--- config.mk ---
export PLATFORM = sky130hd
export DESIGN_NAME = bounded_deque_with_value_removal_core
export DESIGN_NICKNAME = d
export VERILOG_FILES = /design/src/rtl/bdq_pkg.sv /design/src/rtl/bounded_deque_with_value_removal_core.sv /design/src/rtl/bdq_ram.sv /design/src/rtl/bdq_ctrl.sv
export SDC_FILE = /design/constraint.sdc
export NUM_CORES = 1
export LEC_CHECK = 0
export ABC_AREA = 1
export BUFFER_PORTS_ARGS = -buffer_cell sky130_fd_sc_hd__buf_2
export CAP_MARGIN = 10
export CORE_MARGIN = 1
export CORE_UTILIZATION = 50
export DETAILED_ROUTE_END_ITERATION = 7
export PLACE_DENSITY_LB_ADDON = 0.12
export SYNTH_ARGS = -nofsm -noshare
export SYNTH_HDL_FRONTEND = slang
export SYNTH_SLANG_ARGS = --single-unit
--- constraint.sdc ---
create_clock -name clk -period 6.45 [get_ports clk]
set_clock_uncertainty 0.15 [all_clocks]
set_input_delay 0 -clock clk [delete_from_list [all_inputs] [get_ports clk]]
set_output_delay 0 -clock clk [all_outputs]
set_load 0.005 [all_outputs]
--- src/rtl/bdq_pkg.sv ---
// shared types and codes for the bounded deque with value removal
`default_nettype none

package bdq_pkg;

    localparam int VALUE_W = 32;
    localparam int COUNT_OUT_W = 5;

    typedef enum logic [2:0] {
        CMD_PUSH_FRONT   = 3'd0,
        CMD_PUSH_BACK    = 3'd1,
        CMD_POP_FRONT    = 3'd2,
        CMD_POP_BACK     = 3'd3,
        CMD_REMOVE_FIRST = 3'd4,
        CMD_REMOVE_ALL   = 3'd5,
        CMD_EXISTS       = 3'd6,
        CMD_CLEAR        = 3'd7
    } cmd_t;

    typedef enum logic [1:0] {
        STATUS_OK        = 2'd0,
        STATUS_EMPTY     = 2'd1,
        STATUS_NOT_FOUND = 2'd2,
        STATUS_FULL      = 2'd3
    } status_t;

    typedef enum logic [2:0] {
        S_IDLE,
        S_EXEC,
        S_WALK,
        S_FETCH_F,
        S_FETCH_B,
        S_FETCH_W,
        S_DONE
    } state_t;

    typedef struct packed {
        status_t                    status;
        logic                       found;
        logic signed [VALUE_W-1:0]  front_value;
        logic signed [VALUE_W-1:0]  back_value;
        logic [COUNT_OUT_W-1:0]     entry_count;
    } result_t;

endpackage

`default_nettype wire

--- src/rtl/bounded_deque_with_value_removal_core.sv ---
// top level of the bounded deque with value removal, with result register
//
// input channel: in_valid/in_ready carry command and operand_value; one
// transfer per command. output channel: out_valid/out_ready carry status,
// found, front_value, back_value and entry_count; one transfer per command.
// values live in a ring buffer in a single memory with a registered read port.
// push, pop and clear pass from the execute state through the front fetch
// state, then the back fetch states unless the store ends empty, to the done
// state, from which the result moves into the output register. remove first,
// remove all and exists first walk every stored value, one memory read per cycle.
// one command is in flight at a time; the next input transfer can be taken in
// the cycle after the previous result has moved into the output register, so a
// stalled receiver holds one result while a further command executes, after
// which the block waits for out_ready.
// reset clears the count and head pointer and empties the output register; the
// memory itself is not cleared, as only stored slots are ever read.
`default_nettype none

module bounded_deque_with_value_removal_core
    import bdq_pkg::*;
#(
    parameter int DEPTH = 16
)
(
    input  wire logic                         clk,
    input  wire logic                         rst_n,
    input  wire logic                         in_valid,
    output logic                              in_ready,
    input  wire logic [2:0]                   command,
    input  wire logic signed [VALUE_W-1:0]    operand_value,
    output logic                              out_valid,
    input  wire logic                         out_ready,
    output logic [1:0]                        status,
    output logic                              found,
    output logic signed [VALUE_W-1:0]         front_value,
    output logic signed [VALUE_W-1:0]         back_value,
    output logic [COUNT_OUT_W-1:0]            entry_count
);

    localparam int AW = $clog2(DEPTH);
    localparam int CW = $clog2(DEPTH + 1);

    logic                      wr_en;
    logic [AW-1:0]             wr_addr;
    logic signed [VALUE_W-1:0] wr_data;
    logic                      rd_en;
    logic [AW-1:0]             rd_addr;
    logic signed [VALUE_W-1:0] rd_data;
    logic                      res_valid;
    logic                      res_ready;
    result_t                   res;
    logic                      out_valid_reg, out_valid_next;
    result_t                   out_reg;

    bdq_ram #(
        .DEPTH (DEPTH),
        .AW    (AW)
    ) u_ram (
        .clk     (clk),
        .wr_en   (wr_en),
        .wr_addr (wr_addr),
        .wr_data (wr_data),
        .rd_en   (rd_en),
        .rd_addr (rd_addr),
        .rd_data (rd_data)
    );

    bdq_ctrl #(
        .DEPTH (DEPTH),
        .AW    (AW),
        .CW    (CW)
    ) u_ctrl (
        .clk           (clk),
        .rst_n         (rst_n),
        .in_valid      (in_valid),
        .in_ready      (in_ready),
        .command       (command),
        .operand_value (operand_value),
        .res_valid     (res_valid),
        .res_ready     (res_ready),
        .res           (res),
        .wr_en         (wr_en),
        .wr_addr       (wr_addr),
        .wr_data       (wr_data),
        .rd_en         (rd_en),
        .rd_addr       (rd_addr),
        .rd_data       (rd_data)
    );

    assign res_ready = !out_valid_reg || out_ready;

    always_comb
    begin
        out_valid_next = out_valid_reg;
        if (res_valid && res_ready)
        begin
            out_valid_next = 1'b1;
        end
        else if (out_ready)
        begin
            out_valid_next = 1'b0;
        end
    end

    always_ff @(posedge clk or negedge rst_n)
    begin
        if (!rst_n)
        begin
            out_valid_reg <= 1'b0;
        end
        else
        begin
            out_valid_reg <= out_valid_next;
        end
    end

    always_ff @(posedge clk)
    begin
        if (res_valid && res_ready)
        begin
            out_reg <= res;
        end
    end

    assign out_valid   = out_valid_reg;
    assign status      = out_reg.status;
    assign found       = out_reg.found;
    assign front_value = out_reg.front_value;
    assign back_value  = out_reg.back_value;
    assign entry_count = out_reg.entry_count;

endmodule

`default_nettype wire

--- src/rtl/bdq_ram.sv ---
// entry storage: one write port, one registered read port
`default_nettype none

module bdq_ram
    import bdq_pkg::*;
#(
    parameter int DEPTH = 16,
    parameter int AW    = 4
)
(
    input  wire logic                      clk,
    input  wire logic                      wr_en,
    input  wire logic [AW-1:0]             wr_addr,
    input  wire logic signed [VALUE_W-1:0] wr_data,
    input  wire logic                      rd_en,
    input  wire logic [AW-1:0]             rd_addr,
    output logic signed [VALUE_W-1:0]      rd_data
);

    logic signed [VALUE_W-1:0] mem [DEPTH];

    always_ff @(posedge clk)
    begin
        if (wr_en)
        begin
            mem[wr_addr] <= wr_data;
        end
    end

    always_ff @(posedge clk)
    begin
        if (rd_en)
        begin
            rd_data <= mem[rd_addr];
        end
    end

endmodule

`default_nettype wire

--- src/rtl/bdq_ctrl.sv ---
// command sequencer: ring pointers, search and compaction walk, end fetch
`default_nettype none

module bdq_ctrl
    import bdq_pkg::*;
#(
    parameter int DEPTH = 16,
    parameter int AW    = 4,
    parameter int CW    = 5
)
(
    input  wire logic                      clk,
    input  wire logic                      rst_n,
    input  wire logic                      in_valid,
    output logic                           in_ready,
    input  wire logic [2:0]                command,
    input  wire logic signed [VALUE_W-1:0] operand_value,
    output logic                           res_valid,
    input  wire logic                      res_ready,
    output result_t                        res,
    output logic                           wr_en,
    output logic [AW-1:0]                  wr_addr,
    output logic signed [VALUE_W-1:0]      wr_data,
    output logic                           rd_en,
    output logic [AW-1:0]                  rd_addr,
    input  wire logic signed [VALUE_W-1:0] rd_data
);

    state_t                    state_reg, state_next;
    cmd_t                      cmd_reg, cmd_next;
    logic signed [VALUE_W-1:0] operand_reg, operand_next;
    logic [AW-1:0]             head_reg, head_next;
    logic [CW-1:0]             count_reg, count_next;
    logic [CW-1:0]             rd_idx_reg, rd_idx_next;
    logic [CW-1:0]             wr_idx_reg, wr_idx_next;
    logic                      hit_reg, hit_next;
    status_t                   status_reg, status_next;
    logic                      found_reg, found_next;
    logic signed [VALUE_W-1:0] front_reg, front_next;
    logic signed [VALUE_W-1:0] back_reg, back_next;

    logic          full;
    logic          empty;
    logic          match;
    logic          keep;
    logic [CW-1:0] w_new;

    // ring position of logical slot off
    function automatic logic [AW-1:0] phys(input logic [AW-1:0] base,
                                           input logic [AW:0] off);
        logic [AW:0] sum;
        sum = {1'b0, base} + off;
        if (sum >= (AW+1)'(DEPTH))
        begin
            sum = sum - (AW+1)'(DEPTH);
        end
        return sum[AW-1:0];
    endfunction

    assign full  = (count_reg == CW'(DEPTH));
    assign empty = (count_reg == '0);
    assign match = (rd_data == operand_reg);

    always_comb
    begin
        keep = 1'b1;
        unique case (cmd_reg)
            CMD_REMOVE_FIRST: keep = !(match && !hit_reg);
            CMD_REMOVE_ALL:   keep = !match;
            default:          keep = 1'b1;
        endcase
        w_new = keep ? wr_idx_reg + CW'(1) : wr_idx_reg;
    end

    always_ff @(posedge clk or negedge rst_n)
    begin
        if (!rst_n)
        begin
            state_reg <= S_IDLE;
            head_reg  <= '0;
            count_reg <= '0;
        end
        else
        begin
            state_reg <= state_next;
            head_reg  <= head_next;
            count_reg <= count_next;
        end
    end

    always_ff @(posedge clk)
    begin
        cmd_reg     <= cmd_next;
        operand_reg <= operand_next;
        rd_idx_reg  <= rd_idx_next;
        wr_idx_reg  <= wr_idx_next;
        hit_reg     <= hit_next;
        status_reg  <= status_next;
        found_reg   <= found_next;
        front_reg   <= front_next;
        back_reg    <= back_next;
    end

    always_comb
    begin
        state_next   = state_reg;
        cmd_next     = cmd_reg;
        operand_next = operand_reg;
        head_next    = head_reg;
        count_next   = count_reg;
        rd_idx_next  = rd_idx_reg;
        wr_idx_next  = wr_idx_reg;
        hit_next     = hit_reg;
        status_next  = status_reg;
        found_next   = found_reg;
        front_next   = front_reg;
        back_next    = back_reg;
        in_ready     = 1'b0;
        res_valid    = 1'b0;
        wr_en        = 1'b0;
        wr_addr      = '0;
        wr_data      = operand_reg;
        rd_en        = 1'b0;
        rd_addr      = '0;

        unique case (state_reg)
            S_IDLE:
            begin
                in_ready = 1'b1;
                if (in_valid)
                begin
                    cmd_next     = cmd_t'(command);
                    operand_next = operand_value;
                    status_next  = STATUS_OK;
                    found_next   = 1'b0;
                    state_next   = S_EXEC;
                end
            end

            S_EXEC:
            begin
                state_next  = S_FETCH_F;
                rd_idx_next = CW'(1);
                wr_idx_next = '0;
                hit_next    = 1'b0;
                unique case (cmd_reg)
                    CMD_PUSH_FRONT:
                    begin
                        if (full)
                        begin
                            status_next = STATUS_FULL;
                        end
                        else
                        begin
                            head_next  = (head_reg == '0) ? AW'(DEPTH - 1)
                                                          : head_reg - AW'(1);
                            wr_en      = 1'b1;
                            wr_addr    = head_next;
                            count_next = count_reg + CW'(1);
                        end
                    end
                    CMD_PUSH_BACK:
                    begin
                        if (full)
                        begin
                            status_next = STATUS_FULL;
                        end
                        else
                        begin
                            wr_en      = 1'b1;
                            wr_addr    = phys(head_reg, (AW+1)'(count_reg));
                            count_next = count_reg + CW'(1);
                        end
                    end
                    CMD_POP_FRONT:
                    begin
                        if (empty)
                        begin
                            status_next = STATUS_EMPTY;
                        end
                        else
                        begin
                            head_next  = phys(head_reg, (AW+1)'(1));
                            count_next = count_reg - CW'(1);
                        end
                    end
                    CMD_POP_BACK:
                    begin
                        if (empty)
                        begin
                            status_next = STATUS_EMPTY;
                        end
                        else
                        begin
                            count_next = count_reg - CW'(1);
                        end
                    end
                    CMD_REMOVE_FIRST, CMD_REMOVE_ALL:
                    begin
                        if (empty)
                        begin
                            status_next = STATUS_NOT_FOUND;
                        end
                        else
                        begin
                            rd_en      = 1'b1;
                            rd_addr    = head_reg;
                            state_next = S_WALK;
                        end
                    end
                    CMD_EXISTS:
                    begin
                        if (!empty)
                        begin
                            rd_en      = 1'b1;
                            rd_addr    = head_reg;
                            state_next = S_WALK;
                        end
                    end
                    CMD_CLEAR:
                    begin
                        count_next = '0;
                    end
                endcase
            end

            S_WALK:
            begin
                // rd_data holds slot rd_idx_reg - 1
                if (rd_idx_reg != count_reg)
                begin
                    rd_en       = 1'b1;
                    rd_addr     = phys(head_reg, (AW+1)'(rd_idx_reg));
                    rd_idx_next = rd_idx_reg + CW'(1);
                end
                if (cmd_reg != CMD_EXISTS)
                begin
                    wr_en       = keep;
                    wr_addr     = phys(head_reg, (AW+1)'(wr_idx_reg));
                    wr_data     = rd_data;
                    wr_idx_next = w_new;
                end
                if (match)
                begin
                    hit_next = 1'b1;
                end
                if (rd_idx_reg == count_reg)
                begin
                    state_next = S_FETCH_F;
                    if (cmd_reg == CMD_EXISTS)
                    begin
                        found_next = hit_reg || match;
                    end
                    else
                    begin
                        count_next = w_new;
                        if (w_new == count_reg)
                        begin
                            status_next = STATUS_NOT_FOUND;
                        end
                    end
                end
            end

            S_FETCH_F:
            begin
                if (empty)
                begin
                    front_next = '0;
                    back_next  = '0;
                    state_next = S_DONE;
                end
                else
                begin
                    rd_en      = 1'b1;
                    rd_addr    = head_reg;
                    state_next = S_FETCH_B;
                end
            end

            S_FETCH_B:
            begin
                rd_en      = 1'b1;
                rd_addr    = phys(head_reg, (AW+1)'(count_reg - CW'(1)));
                front_next = rd_data;
                state_next = S_FETCH_W;
            end

            S_FETCH_W:
            begin
                back_next  = rd_data;
                state_next = S_DONE;
            end

            S_DONE:
            begin
                res_valid = 1'b1;
                if (res_ready)
                begin
                    state_next = S_IDLE;
                end
            end

            default:
            begin
                state_next = S_IDLE;
            end
        endcase
    end

    assign res.status      = status_reg;
    assign res.found       = found_reg;
    assign res.front_value = front_reg;
    assign res.back_value  = back_reg;
    assign res.entry_count = COUNT_OUT_W'(count_reg);

endmodule

`default_nettype wire

# Yosys cells after proc, flatten, opt, wreduce, memory -nomap -nowiden
# Memory sizes are Yosys's and may differ from the RTL's. A register that Yosys moved wholly into a read port is not among the register bits.
# Index checks and enable logic that the tools add are counted.
totals:
  ramBits: 512
  elab_cells: 182
  regBits: 198
  output_inout_bits: 74
  memories: 1
  in_bits: 39
  mem_bits_ro: 0
  latch_bits: 0
classes:
  n_addsub: 15
  n_reduce_logical: 34
  n_eq_ne: 38
  div_mod_pow: 0
  shifts: 0
  n_bitwise: 0
  multipliers: 0
  n_lt_le_gt_ge: 5
  muxes: 71
memory_table:
  columns: ["memory", "words", "width", "read_ports", "rd_ports_with_merged_regs", "write_ports", "line", "rtl"]
  rows:
  - ["u_ram.mem", 16, 32, 1, 1, 1, "bdq_ram.sv:20", "logic signed [VALUE_W-1:0] mem [DEPTH];"]
ops:
  columns: ["operator", "n"]
  rows:
  - ["32-bit case mux with 2 select lines", 2]
  - ["32-bit 2-to-1 mux", 3]
  - ["4-bit 2-to-1 mux", 14]
  - ["5-bit 2-to-1 mux", 7]
  - ["32-bit equality test", 1]
  - ["5-bit case mux with 2 select lines", 3]
  - ["5-bit >= comparator (second input constant)", 5]
  - ["4-bit case mux with 2 select lines", 3]
  - ["4-bit by 1-bit subtractor with 4-bit output (second input constant)", 6]
  - ["3-bit equality test (second input constant)", 7]
  - ["3-bit case mux with 7 select lines", 1]
  - ["4-bit by 5-bit adder with 5-bit output", 4]
  - ["1-bit 2-to-1 mux", 17]
  - ["2-bit 2-to-1 mux", 8]
  - ["4-bit case mux with 4 select lines", 1]
  - ["5-bit by 1-bit adder with 5-bit output (second input constant)", 3]
  - ["5-bit case mux with 3 select lines", 1]
  - ["2-bit by 1-bit != test with 1-bit output (second input constant)", 7]
  - ["3-bit by 2-bit equality test with 1-bit output (second input constant)", 4]
  - ["3-bit 2-to-1 mux", 4]
  - ["2-bit case mux with 3 select lines", 2]
  - ["2-bit AND reduction", 6]
  - ["2-bit nonzero test", 6]
  - ["5-bit equality test", 2]
  - ["24 further kinds", 46]

# Depth between registers and ports, before layout
logic_depth:
  depth_word: 10
  ltp_mapped: 17
  ltp_nobuf: 16

# Modules after synthesis
# From an unflattened synthesis, not the netlist that was laid out.
unflattened:
  hier_cells: 2905
  area_unflattened_um2: 31890.6
by_module_without_submodules:
  columns: ["mod", "seq_area_each_um2", "cells_per_inst", "area_each_um2", "n_inst"]
  rows:
  - ["bdq_ram", 16335.7, 2120, 23050.9, 1]
  - ["bdq_ctrl", 3693.5, 707, 6632.6, 1]
  - ["bounded_deque_with_value_removal_core", 2187.1, 78, 2207.1, 1]

# Worst setup path before layout
# OpenSTA, ideal clock, no wires.
synth_path:
  path_kind: "reg2reg"
  start: "register u_ctrl.state_reg[1]"
  end: "register out_reg (netlist bit back_value[0]), enable pin"
  slack_ps: 1942
  arrival_ps: 3856
  t_required_ps: 5798
  period_less_slack_ps: 4508
  n_path_buf: 0
  stages_incl_launch_ff: 5
  setup_ps: 502
  cell_sequence: "dfrtp_1 -> inv_1 -> nor3_1 -> inv_1 -> nor2_1"
synth_via:
  elab_chain_len: 3
synth_lines:
  columns: ["item", "line", "rtl"]
  rows:
  - ["start, declared", "bdq_ctrl.sv:29", "state_t state_reg, state_next;"]
  - ["start signal, assigned", "bdq_ctrl.sv:85", "state_reg <= state_next;"]
  - ["3-bit equality test", "bdq_ctrl.sv:126", "unique case (state_reg)"]
  - ["1-bit 2-to-1 mux", "bdq_ctrl.sv:126", null]
  - ["1-bit logical AND", "bounded_deque_with_value_removal_core.sv:119", "if (res_valid && res_ready)"]
  - ["end signal, assigned", "bounded_deque_with_value_removal_core.sv:121", "out_reg <= res;"]
  - ["end, declared", "bounded_deque_with_value_removal_core.sv:53", "result_t out_reg;"]
# No other way between the ends.
# A chain may end at the register's enable or synchronous reset.

# Worst setup path after layout
layout_path:
  start: "register u_ctrl.state_reg[1]"
  end: "memory u_ram.mem[14][30], enable pin"
layout_via:
  elab_chain_len: 4
  word_cells_on_any_way: 6
  classes_between: "2 x eq/ne; 4 x mux"
layout_lines:
  columns: ["item", "line", "rtl"]
  rows:
  - ["3-bit by 2-bit equality test with 1-bit output or 3-bit by 1-bit equality test with 1-bit output (tied branches)", "bdq_ctrl.sv:126", null]
  - ["1-bit case mux with 2 select lines", "bdq_ctrl.sv:126", null]
  - ["1-bit 2-to-1 mux", "bdq_ram.sv:24", "if (wr_en)"]
  - ["1-bit 2-to-1 mux (not written as such)", "bdq_ram.sv:26", "mem[wr_addr] <= wr_data;"]
  - ["end, declared", "bdq_ram.sv:20", null]
# Parallel ways exist; a longest one is shown, timed or not.

==> summary.md <==
| Metric | Value |
|---|---|
| Worst path bufs/invs | `5` |
| Grt ovf | `0` |
| Setup TNS Final | `0 ns` |
| Final Max Slew Viols | `0` |
| Die X-Extent | `248.7 um` |
| IO Port Bufs | `112` |
| Reg clk slew, reported paths | `0.06 ns` |
| Reg with most FFs | `u_ram.mem` |
| TritonCTS Buffers | `76` |
| Fin. Hold Viols | `0` |
| Synth Cell Area | `0.03044 mm^2` |
| Hold_buf cts | `74` |
| Total track usage | `0.2389` |
| Post-CTS Setup Repair Bufs | `0` |
| Fin nets | `2594` |
| DRC viols | `0` |
| Fillcell total | `4692` |
| Final GP Congestion | `0.8986` |
| CP delay by family, top | `simple AND/OR/NAND/NOR gates` |
| Psw | `7723 uW` |
| Area Growth Syn to Fin | `15.59%` |
| Max_cap viols | `0` |
| Clk pwr share | `0.220` |
| Non-filler cells, final | `3369` |
| Total power | `19300 uW` |
| Clock Root Buffer | `clkbuf_16` |
| Worst-Margin Slew | `1.215 ns` |
| CP dominant cell by count | `inv_1` |
| DRT Wirelength | `73430 um` |
| Combinational power share | `0.411` |
| RSZ-0062 raised after global routing | `false` |
| Seq/Total Area, Yosys | `0.7298` |
| Register area | `0.02222 mm^2` |
| CP Capture Type | `flip-flop` |
| Routed vias/inst | `5.525` |
| Gate Count Post-Synth | `2326` |
| Cell-internal power | `11580 uW` |
| # setup viols final | `0` |
| Initial Util | `0.5053` |
| CP Launch Type | `flip-flop` |
| Crit-path cells | `inv_1 -> nor3_4 -> inv_1 -> nor2_2 -> inv_2 -> o21a_1 -> inv_1 -> nand3_1 -> nor2_4 -> buf_4` |
| Final Cycle Share | `0.6788` |
| Post-synth top cells | `729 x edfxtp_1, 323 x nor2_1, 212 x nand3_1, 194 x nand2_1, 150 x o21ai_0` |
| Top_reg_cell synth | `edfxtp_1` |
| Hold/Removal Path Class | `input port to flip-flop` |
| Bufs on Longest Clock Path | `3` |
| Largest net degree at the start of global routing | `152` |
| Area of the multi-input gates | `0.007241 mm^2` |
| Placement Rows | `90` |
| Top area cells in the synthesized netlist | `edfxtp_1 72%, nor2_1 4.0%, nand3_1 3.5%, o211ai_1 3.3%, o21ai_0 2.5%` |
| Die H | `248.7 um` |
| Post-synth EDFFs | `729` |
| Most common cell in the synthesized netlist | `edfxtp_1` |
| Core ar. | `0.06025 mm^2` |
| Slew headroom | `0.1882` |
| Via Count | `18610` |
| Dpl cells | `3158` |
| Crit path max fanout | `46` |
| Status | `completed` |
| Die footprint | `0.06187 mm^2` |
| First DRT Iteration DRCs | `1719` |
| Worst-Skew Late Latency | `0.61 ns` |
| Layout Utilization | `0.5841` |
| Leading area contributor after synthesis | `edfxtp_1` |
| Dpl hpwl | `43850 um` |
| Resized cells post-CTS | `0` |
| First-pass GRT wire length | `111400 um` |
| Largest stage delay, worst path | `0.88 ns` |
| Switching share of power | `0.4001` |
| I/O pin total | `113` |
| Syn Nets | `2388` |
| Vias in the first global route | `18070` |
| Max FFs per register | `512` |
| Ratio of cells with drive above 1 in the final layout | `0.1469` |
| DR WL/cell | `21.80 um` |
| VDD IR max | `0.0004954 V` |
| Fmax | `0.2284 GHz` |
| Pwr Density | `548.6 mW/mm^2` |
| CTS tree | `done` |
| Initial antenna violation count | `0` |
| Library cells used by synthesis | `50` |
| Clock sink count | `742` |
| Diode count | `0` |
| WHS | `0.1649 ns` |
| #FFs+latches synth | `742` |
| Antenna Violating Nets Remaining | `0` |
| Slowest-stage cell, CP | `nor2_4` |
| Synth Area per Inst | `13.09 um^2` |
| Sequential share of power | `0.370` |
| Worst endpoint required time | `6.62 ns` |
| Pre-antenna DRT Iters | `7` |
| FFs w/ async S/R, synth | `0.01752` |
| Post-synth top area share | `0.7191` |
| Min Tclk post-route | `4.378 ns` |
| Critical path class | `flip-flop to flip-flop` |
| YS warnings | `0` |
| Leak | `0.01251 uW` |
| Htree depth | `3` |
| Critical Path AT | `4.55 ns` |
## layout by cell type (no fill, tap or decap), types with 32 or more instances in the layout
cell and n:
a21oi_1 36, buf_2 112, buf_4 56, clkbuf_16 79, dlygate4sd3_1 74, edfxtp_1 729, inv_1 129, nand2_1 194
nand3_1 210, nor2_1 305, o211ai_1 132, o21ai_0 143, or2_1 49, or2_2 37, xnor2_1 32
## worst paths after layout
path	startpoint	end	slack, ns	cells after the start
max	u_ctrl.state_reg[1]	u_ram.mem[14][30]	2.07	10
min	out_ready	out_valid	0.16	5
max reg2reg	u_ctrl.state_reg[1]	u_ram.mem[14][30]	2.07	10
min reg2reg	u_ctrl.front_reg[28]	front_value[28]	0.27	0
max in group asynchronous	rst_n	u_ctrl.state_reg[2]	5.30	3
min in group asynchronous	rst_n	u_ctrl.count_reg[3]	0.38	3
## final cells by class
class,count,share of cell area
clock inverter,42,0.01031
multi-input combinational,1324,0.2058
clock buffer,91,0.05746
tap,782,0.02781
inverter,140,0.01493
timing repair buffer,248,0.05234
sequential,742,0.6314
## worst min-delay path, delay by kind of cell
family                 cells  cell delay [ns]
AND/OR/NAND/NOR            2             0.15
buffers and inverters      3             0.71
## kinds of logic (layout without fill, tap and decap cells)
kind of cell,count (synthesis),after routing,synth area share
and+or+nand+nor,879,879,0.1302
DFF,742,742,0.7298
AOI/OAI and AO/OA,376,376,0.07855
buffers and inverters,260,521,0.03773
xor gates and xnor gates,45,45,0.01295
adders and majority gates,23,23,0.01044
muxes,1,1,0.0003288
## power by group through the flow
stage / clock, uW / sequential, uW / combinational, uW
global route: 4500 / 7190 / 8750
detailed placement: 0 / 7230 / 7860
finish: 4240 / 7140 / 7930
CTS: 4320 / 7130 / 7940
floorplan: 0 / 7070 / 5430
global placement: 0 / 7220 / 7780
## per-layer routing
metal,GRT usage,share of wire,vias to the layer above,wire (um)
met5,0,0,-,0
met4,0.05927,0.020,0,1475
met3,0.03981,0.068,113,5026
met2,0.3705,0.46,627,33790
met1,0.3533,0.45,9096,33140
li1,-,-,8777,-
## stage by stage
step           worst slack [ns]  area [um^2]
2_1_floorplan             1.942        30440
3_3_place_gp              2.195        32020
3_5_place_dp              2.080        32020
4_1_cts                   2.064        35150
5_1_grt                   1.739        35190
6_report                  2.072        35190
No activity file was read; power rests on OpenSTA's default activity.
